File: config.mk
export PLATFORM = sky130hd
export DESIGN_NAME = arm_load_decode_address_gen_top
export DESIGN_NICKNAME = d
export VERILOG_FILES = /design/src/hw/rtl/aldag_pkg.sv /design/src/hw/rtl/aldag_front.sv /design/src/hw/rtl/aldag_fifo.sv /design/src/hw/rtl/aldag_back.sv /design/src/hw/rtl/arm_load_decode_address_gen_top.sv
export VERILOG_INCLUDE_DIRS = /design/src /design/src/hw/rtl
export SDC_FILE = /design/constraint.sdc
export NUM_CORES = 1
export LEC_CHECK = 0
export BUFFER_PORTS_ARGS = -buffer_cell sky130_fd_sc_hd__buf_2
export CELL_PAD_IN_SITES_DETAIL_PLACEMENT = 1
export CELL_PAD_IN_SITES_GLOBAL_PLACEMENT = 1
export CORE_UTILIZATION = 52
export DETAILED_ROUTE_END_ITERATION = 10
export GPL_TIMING_DRIVEN = 1
export PLACE_DENSITY = 0.86
export SYNTH_ARGS = -nofsm -noshare
export SYNTH_HDL_FRONTEND = slang
export SYNTH_SLANG_ARGS = --single-unit
File: constraint.sdc
create_clock -name clk -period 15.3 [get_ports clk]
set_input_delay 3.06 -clock clk [delete_from_list [all_inputs] [get_ports clk]]
set_output_delay 3.06 -clock clk [all_outputs]
set_load 0.01 [all_outputs]
File: src/hw/rtl/assert_macros.svh
// Assertion macros used by the RTL file that carries concurrent checks.
`ifndef ASSERT_MACROS_SVH
`define ASSERT_MACROS_SVH

// Check an implication on every rising edge of clk outside of reset.
`define ASSERT_IMPLY(label, ante, cons) \
    label: assert property (@(posedge clk) disable iff (!rst_n) (ante) |-> (cons)) \
        else $error("implication check failed");

// Check a condition on every rising edge of clk outside of reset.
`define ASSERT_ALWAYS(label, expr) \
    label: assert property (@(posedge clk) disable iff (!rst_n) (expr)) \
        else $error("invariant check failed");

`endif

File: src/hw/rtl/aldag_pkg.sv
// Types and constants of the ARM load decoder and address generator.
package aldag_pkg;

    // Result status codes
    typedef enum logic [1:0] {
        ST_LOAD     = 2'd0,
        ST_NO_MATCH = 2'd1,
        ST_UNPRED   = 2'd2,
        ST_LDRT     = 2'd3
    } status_t;

    // Kind of decoded operation held in the queue
    typedef enum logic {
        OP_SINGLE = 1'b0,
        OP_MULTI  = 1'b1
    } op_kind_t;

    // Encoding match patterns
    localparam logic [3:0] LIT_OPC   = 4'd5;     // bits 27..24 of LDR literal
    localparam logic [6:0] LIT_RN    = 7'h1f;    // bits 22..16 of LDR literal
    localparam logic [2:0] LDR_OPC   = 3'd2;     // bits 27..25 of LDR immediate
    localparam logic [5:0] LDM_OPC   = 6'h22;    // bits 27..22 of LDM increment-after
    localparam logic [3:0] PC_REG    = 4'd15;
    localparam logic [31:0] PC_AHEAD = 32'd8;    // PC reads as instruction address plus 8
    localparam logic [31:0] WORD_BYTES = 32'd4;
    localparam int          NUM_REGS = 16;

    // Decoded operation passed from front to back
    typedef struct packed {
        op_kind_t      kind;
        status_t       status;
        logic [3:0]    cond;
        logic [3:0]    dest_reg;
        logic [31:0]   load_address;   // base address for a multiple load
        logic          wb_valid;
        logic [3:0]    wb_reg;
        logic [31:0]   wb_value;       // unused for a multiple load
        logic          pc_loaded;
        logic [NUM_REGS-1:0] reg_list;
    } op_t;

    // One result item
    typedef struct packed {
        status_t     status;
        logic [3:0]  cond;
        logic [3:0]  dest_reg;
        logic [31:0] load_address;
        logic        wb_valid;
        logic [3:0]  wb_reg;
        logic [31:0] wb_value;
        logic        pc_loaded;
        logic        last;
    } result_t;

    // Queue occupancy flags
    typedef struct packed {
        logic full;
        logic empty;
    } queue_flags_t;

endpackage

File: src/hw/rtl/aldag_front.sv
// Front end: accepts instruction transfers and decodes them into queue entries.
module aldag_front
(
    input  logic                    in_valid,
    output logic                    in_ready,
    input  logic [31:0]             instr_word,
    input  logic [31:0]             instr_address,
    input  logic [31:0]             base_value,
    input  aldag_pkg::queue_flags_t q_flags,
    output logic                    push,
    output aldag_pkg::op_t          op
);

    logic        is_lit;
    logic        is_imm;
    logic        is_ldm;
    logic        p_bit;
    logic        u_bit;
    logic        w_bit;
    logic        wback;
    logic [3:0]  rn;
    logic [3:0]  rt;
    logic [11:0] imm;
    logic [31:0] base_sel;
    logic [31:0] offset_addr;
    logic [15:0] reg_list;

    // Take a transfer whenever the queue has room
    assign in_ready = !q_flags.full;
    assign push     = in_valid && !q_flags.full;

    // Split the instruction fields
    assign p_bit    = instr_word[24];
    assign u_bit    = instr_word[23];
    assign w_bit    = instr_word[21];
    assign rn       = instr_word[19:16];
    assign rt       = instr_word[15:12];
    assign imm      = instr_word[11:0];
    assign reg_list = instr_word[15:0];
    assign wback    = !p_bit || w_bit;

    // Classify the encoding
    assign is_lit = (instr_word[27:24] == aldag_pkg::LIT_OPC) &&
                    (instr_word[22:16] == aldag_pkg::LIT_RN);
    assign is_imm = (instr_word[27:25] == aldag_pkg::LDR_OPC) && !instr_word[22] &&
                    instr_word[20];
    assign is_ldm = (instr_word[27:22] == aldag_pkg::LDM_OPC) && instr_word[20];

    // Shared offset adder for both single-load forms
    assign base_sel    = is_lit ? (instr_address + aldag_pkg::PC_AHEAD) : base_value;
    assign offset_addr = u_bit ? (base_sel + {20'd0, imm}) : (base_sel - {20'd0, imm});

    // Build the queue entry
    always_comb
    begin
        op        = '0;
        op.kind   = aldag_pkg::OP_SINGLE;
        op.status = aldag_pkg::ST_NO_MATCH;
        op.cond   = instr_word[31:28];
        if (is_lit)
        begin
            op.status       = aldag_pkg::ST_LOAD;
            op.dest_reg     = rt;
            op.load_address = offset_addr;
            op.pc_loaded    = (rt == aldag_pkg::PC_REG);
        end
        else if (is_imm)
        begin
            if (!p_bit && w_bit)
            begin
                op.status = aldag_pkg::ST_LDRT;
            end
            else if (wback && (rn == rt))
            begin
                op.status = aldag_pkg::ST_UNPRED;
            end
            else
            begin
                op.status       = aldag_pkg::ST_LOAD;
                op.dest_reg     = rt;
                op.load_address = p_bit ? offset_addr : base_value;
                op.wb_valid     = wback;
                op.wb_reg       = wback ? rn : 4'd0;
                op.wb_value     = wback ? offset_addr : 32'd0;
                op.pc_loaded    = (rt == aldag_pkg::PC_REG);
            end
        end
        else if (is_ldm)
        begin
            if ((rn == aldag_pkg::PC_REG) || (reg_list == 16'd0) ||
                (w_bit && reg_list[rn]))
            begin
                op.status = aldag_pkg::ST_UNPRED;
            end
            else
            begin
                op.kind         = aldag_pkg::OP_MULTI;
                op.status       = aldag_pkg::ST_LOAD;
                op.load_address = base_value;
                op.wb_valid     = w_bit;
                op.wb_reg       = w_bit ? rn : 4'd0;
                op.reg_list     = reg_list;
            end
        end
    end

endmodule

File: src/hw/rtl/aldag_fifo.sv
// Small queue of decoded operations between front and back.
module aldag_fifo
#(
    parameter int DEPTH = 2
)
(
    input  logic                    clk,
    input  logic                    rst_n,
    input  logic                    push,
    input  aldag_pkg::op_t          din,
    input  logic                    pop,
    output aldag_pkg::op_t          dout,
    output aldag_pkg::queue_flags_t flags
);

    localparam int PW = (DEPTH > 1) ? $clog2(DEPTH) : 1;
    localparam int CW = $clog2(DEPTH + 1);

    aldag_pkg::op_t mem_reg [DEPTH];
    logic [PW-1:0]  wr_ptr_reg, wr_ptr_next;
    logic [PW-1:0]  rd_ptr_reg, rd_ptr_next;
    logic [CW-1:0]  count_reg, count_next;
    logic           do_push;
    logic           do_pop;

    assign flags.full  = (count_reg == CW'(DEPTH));
    assign flags.empty = (count_reg == '0);
    assign do_push     = push && !flags.full;
    assign do_pop      = pop && !flags.empty;
    assign dout        = mem_reg[rd_ptr_reg];

    // Advance pointers with wrap and track occupancy
    always_comb
    begin
        wr_ptr_next = wr_ptr_reg;
        rd_ptr_next = rd_ptr_reg;
        count_next  = count_reg;
        if (do_push)
        begin
            wr_ptr_next = (wr_ptr_reg == PW'(DEPTH - 1)) ? '0 : wr_ptr_reg + 1'b1;
        end
        if (do_pop)
        begin
            rd_ptr_next = (rd_ptr_reg == PW'(DEPTH - 1)) ? '0 : rd_ptr_reg + 1'b1;
        end
        if (do_push && !do_pop)
        begin
            count_next = count_reg + 1'b1;
        end
        else if (!do_push && do_pop)
        begin
            count_next = count_reg - 1'b1;
        end
    end

    always_ff @(posedge clk or negedge rst_n)
    begin
        if (!rst_n)
        begin
            wr_ptr_reg <= '0;
            rd_ptr_reg <= '0;
            count_reg  <= '0;
        end
        else
        begin
            wr_ptr_reg <= wr_ptr_next;
            rd_ptr_reg <= rd_ptr_next;
            count_reg  <= count_next;
        end
    end

    // Store the entry
    always_ff @(posedge clk)
    begin
        if (do_push)
        begin
            mem_reg[wr_ptr_reg] <= din;
        end
    end

endmodule

File: src/hw/rtl/aldag_back.sv
// Back end: walks queued operations and drives one result per cycle into the output register while it is free.
module aldag_back
(
    input  logic                    clk,
    input  logic                    rst_n,
    input  aldag_pkg::op_t          head,
    input  aldag_pkg::queue_flags_t q_flags,
    output logic                    pop,
    output logic                    out_valid,
    input  logic                    out_ready,
    output aldag_pkg::result_t      result
);

    logic                  out_valid_reg, out_valid_next;
    aldag_pkg::result_t    result_reg, result_next;
    logic                  started_reg, started_next;
    logic [15:0]           list_reg, list_next;
    logic [31:0]           addr_reg, addr_next;

    logic                  advance;
    logic                  load;
    logic [15:0]           list_cur;
    logic [15:0]           list_rest;
    logic [31:0]           addr_cur;
    logic [31:0]           addr_inc;
    logic [3:0]            low_idx;
    logic                  is_final;

    assign out_valid = out_valid_reg;
    assign result    = result_reg;

    // Output register frees up when empty or when taken
    assign advance = !out_valid_reg || out_ready;
    assign load    = advance && !q_flags.empty;

    // Current step of a multiple load
    assign list_cur  = started_reg ? list_reg : head.reg_list;
    assign addr_cur  = started_reg ? addr_reg : head.load_address;
    assign list_rest = list_cur & (list_cur - 16'd1);
    assign addr_inc  = addr_cur + aldag_pkg::WORD_BYTES;
    assign is_final  = (list_rest == 16'd0);

    // Find the lowest listed register
    always_comb
    begin
        low_idx = 4'd0;
        for (int i = aldag_pkg::NUM_REGS - 1; i >= 0; i--)
        begin
            if (list_cur[i])
            begin
                low_idx = 4'(i);
            end
        end
    end

    // Form the next result and step state
    always_comb
    begin
        out_valid_next = out_valid_reg;
        result_next    = result_reg;
        started_next   = started_reg;
        list_next      = list_reg;
        addr_next      = addr_reg;
        pop            = 1'b0;
        if (load)
        begin
            out_valid_next = 1'b1;
            if (head.kind == aldag_pkg::OP_MULTI)
            begin
                result_next              = '0;
                result_next.status       = aldag_pkg::ST_LOAD;
                result_next.cond         = head.cond;
                result_next.dest_reg     = low_idx;
                result_next.load_address = addr_cur;
                if (is_final)
                begin
                    result_next.wb_valid  = head.wb_valid;
                    result_next.wb_reg    = head.wb_reg;
                    result_next.wb_value  = head.wb_valid ? addr_inc : 32'd0;
                    result_next.pc_loaded = (low_idx == aldag_pkg::PC_REG);
                    result_next.last      = 1'b1;
                    started_next          = 1'b0;
                    pop                   = 1'b1;
                end
                else
                begin
                    started_next = 1'b1;
                    list_next    = list_rest;
                    addr_next    = addr_inc;
                end
            end
            else
            begin
                result_next.status       = head.status;
                result_next.cond         = head.cond;
                result_next.dest_reg     = head.dest_reg;
                result_next.load_address = head.load_address;
                result_next.wb_valid     = head.wb_valid;
                result_next.wb_reg       = head.wb_reg;
                result_next.wb_value     = head.wb_value;
                result_next.pc_loaded    = head.pc_loaded;
                result_next.last         = 1'b1;
                pop                      = 1'b1;
            end
        end
        else if (advance)
        begin
            out_valid_next = 1'b0;
        end
    end

    always_ff @(posedge clk or negedge rst_n)
    begin
        if (!rst_n)
        begin
            out_valid_reg <= 1'b0;
            started_reg   <= 1'b0;
        end
        else
        begin
            out_valid_reg <= out_valid_next;
            started_reg   <= started_next;
        end
    end

    // Hold payload and walk state
    always_ff @(posedge clk)
    begin
        result_reg <= result_next;
        list_reg   <= list_next;
        addr_reg   <= addr_next;
    end

endmodule

File: src/hw/rtl/arm_load_decode_address_gen_top.sv
// Top level of the ARM load decoder and address generator.
//
// Input stream s_axis_*: one transfer per instruction, carrying the instruction
// word, its address and the value of its base register Rn.
// Output stream m_axis_*: load requests. A single LDR, or any rejected word,
// gives one transfer with tlast high. An LDM gives one transfer per listed
// register in ascending order; tlast, the writeback and the PC-branch flag
// ride on the last of them.
// A result passes through the queue and then the output register to m_axis.
// Throughput: one output transfer per cycle while the receiver takes them. The
// back end walks the register list of an LDM one entry per cycle. A queue
// of QUEUE_DEPTH decoded entries lets input transfers continue while an LDM
// is walked.
// Reset clears the queue and the output register; no transfer is pending.
// When the receiver stalls, the output holds and the queue fills, after which
// s_axis_tready drops until room frees up.
`include "assert_macros.svh"

module arm_load_decode_address_gen_top
#(
    parameter int QUEUE_DEPTH = 2
)
(
    input  logic        clk,
    input  logic        rst_n,
    input  logic        s_axis_tvalid,
    output logic        s_axis_tready,
    // [31:0] instr_word, [63:32] instr_address, [95:64] base_value
    input  logic [95:0] s_axis_tdata,
    output logic        m_axis_tvalid,
    input  logic        m_axis_tready,
    // [3:0] cond, [7:4] dest_reg, [39:8] load_address, [40] wb_valid,
    // [44:41] wb_reg, [76:45] wb_value, [77] pc_loaded, [79:78] zero
    output logic [79:0] m_axis_tdata,
    // [1:0] status
    output logic [1:0]  m_axis_tuser,
    output logic        m_axis_tlast
);

    aldag_pkg::queue_flags_t q_flags;
    aldag_pkg::op_t          front_op;
    aldag_pkg::op_t          head_op;
    aldag_pkg::result_t      res;
    logic                    push;
    logic                    pop;

    aldag_front u_front
    (
        .in_valid      (s_axis_tvalid),
        .in_ready      (s_axis_tready),
        .instr_word    (s_axis_tdata[31:0]),
        .instr_address (s_axis_tdata[63:32]),
        .base_value    (s_axis_tdata[95:64]),
        .q_flags       (q_flags),
        .push          (push),
        .op            (front_op)
    );

    aldag_fifo #(.DEPTH(QUEUE_DEPTH)) u_fifo
    (
        .clk   (clk),
        .rst_n (rst_n),
        .push  (push),
        .din   (front_op),
        .pop   (pop),
        .dout  (head_op),
        .flags (q_flags)
    );

    aldag_back u_back
    (
        .clk       (clk),
        .rst_n     (rst_n),
        .head      (head_op),
        .q_flags   (q_flags),
        .pop       (pop),
        .out_valid (m_axis_tvalid),
        .out_ready (m_axis_tready),
        .result    (res)
    );

    // Pack the result onto the stream
    assign m_axis_tdata = {2'b00, res.pc_loaded, res.wb_value, res.wb_reg, res.wb_valid,
                           res.load_address, res.dest_reg, res.cond};
    assign m_axis_tuser = res.status;
    assign m_axis_tlast = res.last;

    // A rejected word yields exactly one result
    `ASSERT_IMPLY(a_reject_last, m_axis_tvalid && (m_axis_tuser != aldag_pkg::ST_LOAD),
                  m_axis_tlast)
    // A rejected word carries nothing but its condition field
    `ASSERT_IMPLY(a_reject_zero, m_axis_tvalid && (m_axis_tuser != aldag_pkg::ST_LOAD),
                  m_axis_tdata[79:4] == 76'd0)
    // Writeback and branch flag only on the final result
    `ASSERT_IMPLY(a_mid_clean, m_axis_tvalid && !m_axis_tlast,
                  !m_axis_tdata[40] && !m_axis_tdata[77])
    // Queue never reports full and empty together
    `ASSERT_ALWAYS(a_queue_flags, !(q_flags.full && q_flags.empty))

endmodule
# Word-level counts from Yosys, hierarchy flattened

Memories as Yosys holds them, arrays and structs flattened.
Index checks and enable logic that the tools add are counted.

$add $sub $neg: 9
Eq/ne operators: 9
Bitwise logic cells: 2
Reduce and logical (&&, ||, !) cells: 31
$lt $le $gt $ge: 1
Muxes and demuxes: 64

Operators with widths:

| cell                                                                 | number |
|---|---|
| 32-bit two-way mux                                                   | 6 |
| 37-bit two-way mux                                                   | 4 |
| 74-bit two-way mux                                                   | 2 |
| 16-bit two-way mux                                                   | 5 |
| 4-bit two-way mux                                                    | 19 |
| 75-bit two-way mux                                                   | 1 |
| 39-bit two-way mux                                                   | 1 |
| 36-bit two-way mux                                                   | 1 |
| 33-bit two-way mux                                                   | 1 |
| 32-bit by 12-bit adder with 32-bit output                            | 1 |
| 32-bit by 3-bit adder with 32-bit output, second input constant      | 1 |
| 32-bit by 4-bit adder with 32-bit output, second input constant      | 1 |
| 16-bit zero test                                                     | 2 |
| 32-bit by 12-bit subtractor with 32-bit output                       | 1 |
| 16-bit bitwise AND                                                   | 1 |
| 16-bit by 1-bit subtractor with 16-bit output, second input constant | 1 |
| 1-bit two-way mux                                                    | 15 |
| 2-bit two-way mux                                                    | 7 |
| 1-bit logical AND                                                    | 13 |
| 4-bit == test, second input constant                                 | 3 |
| 7-bit by 5-bit == test with 1-bit output, second input constant      | 1 |
| 1-bit zero test                                                      | 7 |
| 6-bit == test, second input constant                                 | 1 |
| 4-bit by 5-bit < comparator with 1-bit output, second input constant | 1 |
| other kinds (15)                                                     | 20 |

Bits of input ports: 100
Output and inout port bits: 85
RAM bits: 194
Word-level logic and storage cells: 133
Memories kept: 1
Flip-flop bits (word level): 135

Memories:

| memory         | depth | bits a word | rd ports | clocked after memory_dff | wr ports | line             | source |
|---|---|---|---|---|---|---|---|
| u_fifo.mem_reg | 2     | 97          | 1        | 0                        | 1        | aldag_fifo.sv:19 | `aldag_pkg::op_t mem_reg [DEPTH];` |

# Depth between registers and ports, before layout

An unclocked memory read counts as a cell.

Depth in word-level cells: 21
Depth in mapped cells: 16
Gate-level depth less buffers: 16

# Modules after synthesis

From an unflattened synthesis, not the netlist that was laid out.

Cells, all modules: 1439
Area, all modules: 18034.8 um2

By module, submodules not included:

| module                          | instances | seq. area each (um2) | cells an instance | area each (um2) |
|---|---|---|---|---|
| aldag_fifo                      | 1         | 5925.7               | 321               | 7269.5 |
| aldag_back                      | 1         | 3893.7               | 519               | 6952.9 |
| aldag_front                     | 1         | 0.0                  | 596               | 3793.6 |
| arm_load_decode_address_gen_top | 1         | 0.0                  | 3                 | 18.8 |

# Worst setup path after synthesis

No wires, ideal clock.

Path type: input to register
Start point: input m_axis_tready
End point: register u_back.addr_reg[0], enable pin
Buffers on the path: 0
Required time: 14.847 ns
Path slack: 5.333 ns
Arrival: 9.514 ns
Stages: 4
Setup time: 0.453 ns
Cells stage by stage: inv_1 > a21oi_1 > nand2_1 > nor2_1

Cells in the longest elaborated chain, start to end: 3

RTL lines:

| item                          | line                                  | source |
|---|---|---|
| start, declared               | arm_load_decode_address_gen_top.sv:31 | `input logic m_axis_tready,` |
| 1-bit logical OR              | aldag_back.sv:33                      | `assign advance = !out_valid_reg \|\| out_ready;` |
| 1-bit logical AND             | aldag_back.sv:34                      | `assign load = advance && !q_flags.empty;` |
| via u_back.load               | aldag_back.sv:21                      | `logic load;` |
| 3-bit AND reduction (no line) | -                                     |  |
| end signal, assigned          | aldag_back.sv:131                     | `addr_reg <= addr_next;` |
| end, declared                 | aldag_back.sv:18                      | `logic [31:0] addr_reg, addr_next;` |

The timed path passes the listed nets, and every way through them passes these cells.
A chain may end at the register's enable or synchronous reset.

==> impl_metrics.json <==
{
  "status": "finished, final reports clean",
  "worst_clock_skew_ns": 0.0304,
  "floorplan.die.width_um": 183,
  "core.rowCount": 66,
  "min_period_over_period_pct": 54.0,
  "cp_cell_sequence": "buf_2 -> nand2b_1 -> nor4_2 -> buf_4 -> mux2_2 -> ha_1 -> a21oi_1 -> o21ai_0 -> o311a_1 -> a21oi_1 -> o211ai_1 -> o31ai_1 -> o21ai_0 -> o41ai_1",
  "cts_resized": 0,
  "tightest_slew_ns": 1.20,
  "htree_num_levels": 2,
  "synth-edff-count": 322,
  "globalRoute.totalOverflow": 0,
  "antenna_cells": 0,
  "routed-via-count": 12600,
  "cp_num_buf_inv": 2,
  "ir_drop_uv": 102,
  "worst_slew_margin_rel_pct": 19.4,
  "final_min_period_ns": 8.26,
  "finalSetupViolations": 0,
  "achievable-frequency_mhz": 121,
  "ios": 185,
  "worst_slack_ns": 7.04,
  "path_clk_slew_ns": 0.06,
  "floorplan.die.height_um": 183,
  "synth.avg_cell_area_sq_um": 12.5,
  "post_cts.repair.setup_buffers": 0,
  "layout-area-overhead-vs-synth_pct": 14.2,
  "post_dp_cell_area_sq_um": 18400,
  "top_cells_by_area_synth": "sky130_fd_sc_hd__edfxtp_1, sky130_fd_sc_hd__mux2_2, sky130_fd_sc_hd__mux2i_1",
  "synth.top_cell.area_share_pct": 56.6,
  "first_global_vias": 12700,
  "place_congestion": 0.869,
  "hold_path_class": "reg2reg",
  "critPathMaxStageDelay_ns": 0.69,
  "clk_latency_ns": 0.53,
  "max_reg_flops": 194,
  "synth_most_common_cell": "sky130_fd_sc_hd__edfxtp_1",
  "cts_hold_buffers": 0,
  "place_worst_setup_slack_ns": 6.74,
  "syn_inst": 1363,
  "timing_max_transition_violations_final": 0,
  "total_clock_buffers_created_by_cts": 34,
  "clock_tree.root_cell": "sky130_fd_sc_hd__clkbuf_16",
  "layout-drive-gt1-share_pct": 22.8,
  "synth_async_sr_flop_share_pct": 1.83,
  "clock_path_buffers": 3,
  "required_ns": 15.53,
  "hpwlAfterDp_um": 36800,
  "final_design_area_no_fill_sq_um": 19500,
  "cts_tree": "done",
  "antenna_left": 0,
  "worst-path-max-fanout": 60,
  "cp_slowest_cell": "sky130_fd_sc_hd__nand2b_1",
  "yosys.cell_types.count": 75,
  "worst_setup_path_start_kind": "input port",
  "synth-warning-count": 0,
  "power_density_nw_per_um2": 193,
  "initial_antenna_violation_count": 0,
  "crit_path_arrival_time_ns": 8.49,
  "postRouteWirelength_um": 53100,
  "cts_num_sinks": 328,
  "p_leak_nw": 7.45,
  "floorplan.initialDensity_pct": 52.6,
  "core_area_sq_um": 32500,
  "first_drt_iteration_drcs": 1286,
  "placed_cells_incl_taps": 1938,
  "fin_setup_tns_ns": 0,
  "reg2reg_from": "u_fifo.rd_ptr_reg$_DFFE_PN0P_",
  "final_cell_count_no_fill": 1996,
  "synth_flop_cell": "sky130_fd_sc_hd__edfxtp_1",
  "grt_start_max_net_pins": 78,
  "groute.usage.overall_pct": 31.6,
  "first_pass_grt_wire_length_um": 79100,
  "dieArea_sq_um": 33600,
  "final-hold-violation-count": 0,
  "detail_route.first_pass.iterations": 5,
  "wl_per_cell_um": 26.6,
  "crit_type": "in2reg",
  "worstHoldStart": "u_fifo.count_reg[1]$_DFFE_PN0P_",
  "post_synth_instance_area_sq_um": 17100,
  "drc_violation_count_after_routing": 0,
  "io_buffer_count": 182,
  "rsz0062_at_grt": "no",
  "worstSetupStartpoint": "s_axis_tdata[21]",
  "ys_ff_latch": 328,
  "max_cap_violations": 0,
  "number_of_nets_at_the_end_of_the_flow": 1669,
  "endpoint_kind": "flop",
  "fillerInstances": 3292,
  "synth-seq-area-share_pct": 57.5,
  "synth_top_cell_by_area": "sky130_fd_sc_hd__edfxtp_1",
  "yosys-top-cells-count": "sky130_fd_sc_hd__edfxtp_1, sky130_fd_sc_hd__nor2_1, sky130_fd_sc_hd__nand2_1, sky130_fd_sc_hd__a21oi_1, sky130_fd_sc_hd__o21ai_0",
  "timing.critical_path.max_delay_family": "compound AO/OA/AOI/OAI gates",
  "timing.hold.ws_ns": 0.504,
  "viasPerCell": 6.29
}
stage by stage:
stage	utilization, %	total power, W
floorplan	-	0.00241
global placement	56.8	0.00275
detailed placement	56.8	0.00288
CTS	60.1	0.00374
global route	60.1	0.00389
finish	60.1	0.00375
report_power, final:
group	total (W)	leakage (nW)	internal, W	switching, W
Sequential	0.00152	3.18	0.00139	0.000129
Combinational	0.00141	3.74	0.000476	0.000935
Clock	0.000825	0.528	0.000480	0.000346
worst paths after layout:
| path | end | slack, ns | cells after the start |
|---|---|---|---|
| max | u_fifo.mem_reg[0][85]$_DFFE_PP_ | 7.04 | 14 |
| min | u_fifo.count_reg[1]$_DFFE_PN0P_ | 0.50 | 1 |
| max reg2reg | u_fifo.count_reg[1]$_DFFE_PN0P_ | 9.98 | 11 |
| min reg2reg | u_fifo.count_reg[1]$_DFFE_PN0P_ | 0.50 | 1 |
| max in group asynchronous | u_back.started_reg$_DFFE_PN0P_ | 12.77 | 1 |
| min in group asynchronous | u_fifo.rd_ptr_reg$_DFFE_PN0P_ | 2.36 | 1 |
area by class of cell:
class                      instances  area, sq um  share of cell area [%]
sequential                       328         9820                    50.4
multi-input combinational        940         6910                    35.4
timing repair buffer             197         1020                    5.25
clock buffer                      45          933                    4.79
tap                              442          553                    2.84
clock inverter                    13          143                   0.731
inverter                          31          116                   0.597
worst register-to-register path: cells and delay by family (launching register included):
family	cells	cell delay, ns
flip-flops	1	0.98
adder cells (fa/ha/maj)	1	0.43
buffers and inverters	1	0.43
AND/OR/NAND/NOR	4	1.85
XOR/XNOR	1	0.15
multiplexers	2	1.02
AO/OA/AOI/OAI	2	0.38
cells by family after synthesis:
| logic type | share of synthesized area [%] |
|---|---|
| buffers and inverters | 2.48 |
| AOI/OAI and AO/OA | 10.3 |
| adders and majority gates | 2.81 |
| muxes | 10.1 |
| other | 0.0219 |
| xor gates and xnor gates | 5.23 |
| and+or+nand+nor | 11.6 |
| DFF | 57.5 |
cells in the final DEF (no fill, tap or decap), types with 5 or more instances in the layout:
cell and n:
sky130_fd_sc_hd__clkbuf_16 35, sky130_fd_sc_hd__a211oi_1 8, sky130_fd_sc_hd__xnor2_1 60, sky130_fd_sc_hd__o22ai_1 5
sky130_fd_sc_hd__nand2_1 84, sky130_fd_sc_hd__o21ai_0 73, sky130_fd_sc_hd__xor2_1 42, sky130_fd_sc_hd__inv_1 31
sky130_fd_sc_hd__a21o_1 11, sky130_fd_sc_hd__nor3_1 19, sky130_fd_sc_hd__nor2_1 91, sky130_fd_sc_hd__a31oi_1 7
sky130_fd_sc_hd__nor4_1 11, sky130_fd_sc_hd__edfxtp_1 322, sky130_fd_sc_hd__a21oi_1 76, sky130_fd_sc_hd__and2_1 24
sky130_fd_sc_hd__a32o_1 16, sky130_fd_sc_hd__buf_4 15, sky130_fd_sc_hd__mux2_2 66, sky130_fd_sc_hd__nor2b_1 11
sky130_fd_sc_hd__o21a_1 10, sky130_fd_sc_hd__buf_2 182, sky130_fd_sc_hd__or2_2 9, sky130_fd_sc_hd__and3b_1 27
sky130_fd_sc_hd__nand4_1 12, sky130_fd_sc_hd__ha_1 36, sky130_fd_sc_hd__mux2i_1 68, sky130_fd_sc_hd__nand3_1 39
sky130_fd_sc_hd__nand2b_1 5, sky130_fd_sc_hd__a22o_1 26, sky130_fd_sc_hd__clkbuf_1 8, sky130_fd_sc_hd__mux4_2 5
sky130_fd_sc_hd__and3_1 13
metal layers:
layer  GRT usage (%)  vias to the layer above  wire, um
met4            9.73                        0      1540
met5               0                        -         0
met1            43.6                     6256     22300
met3            5.12                      110      4240
met2            51.5                      690     25100
li1                -                     5502         -
Note: power is estimated with default switching activity, not from simulation.
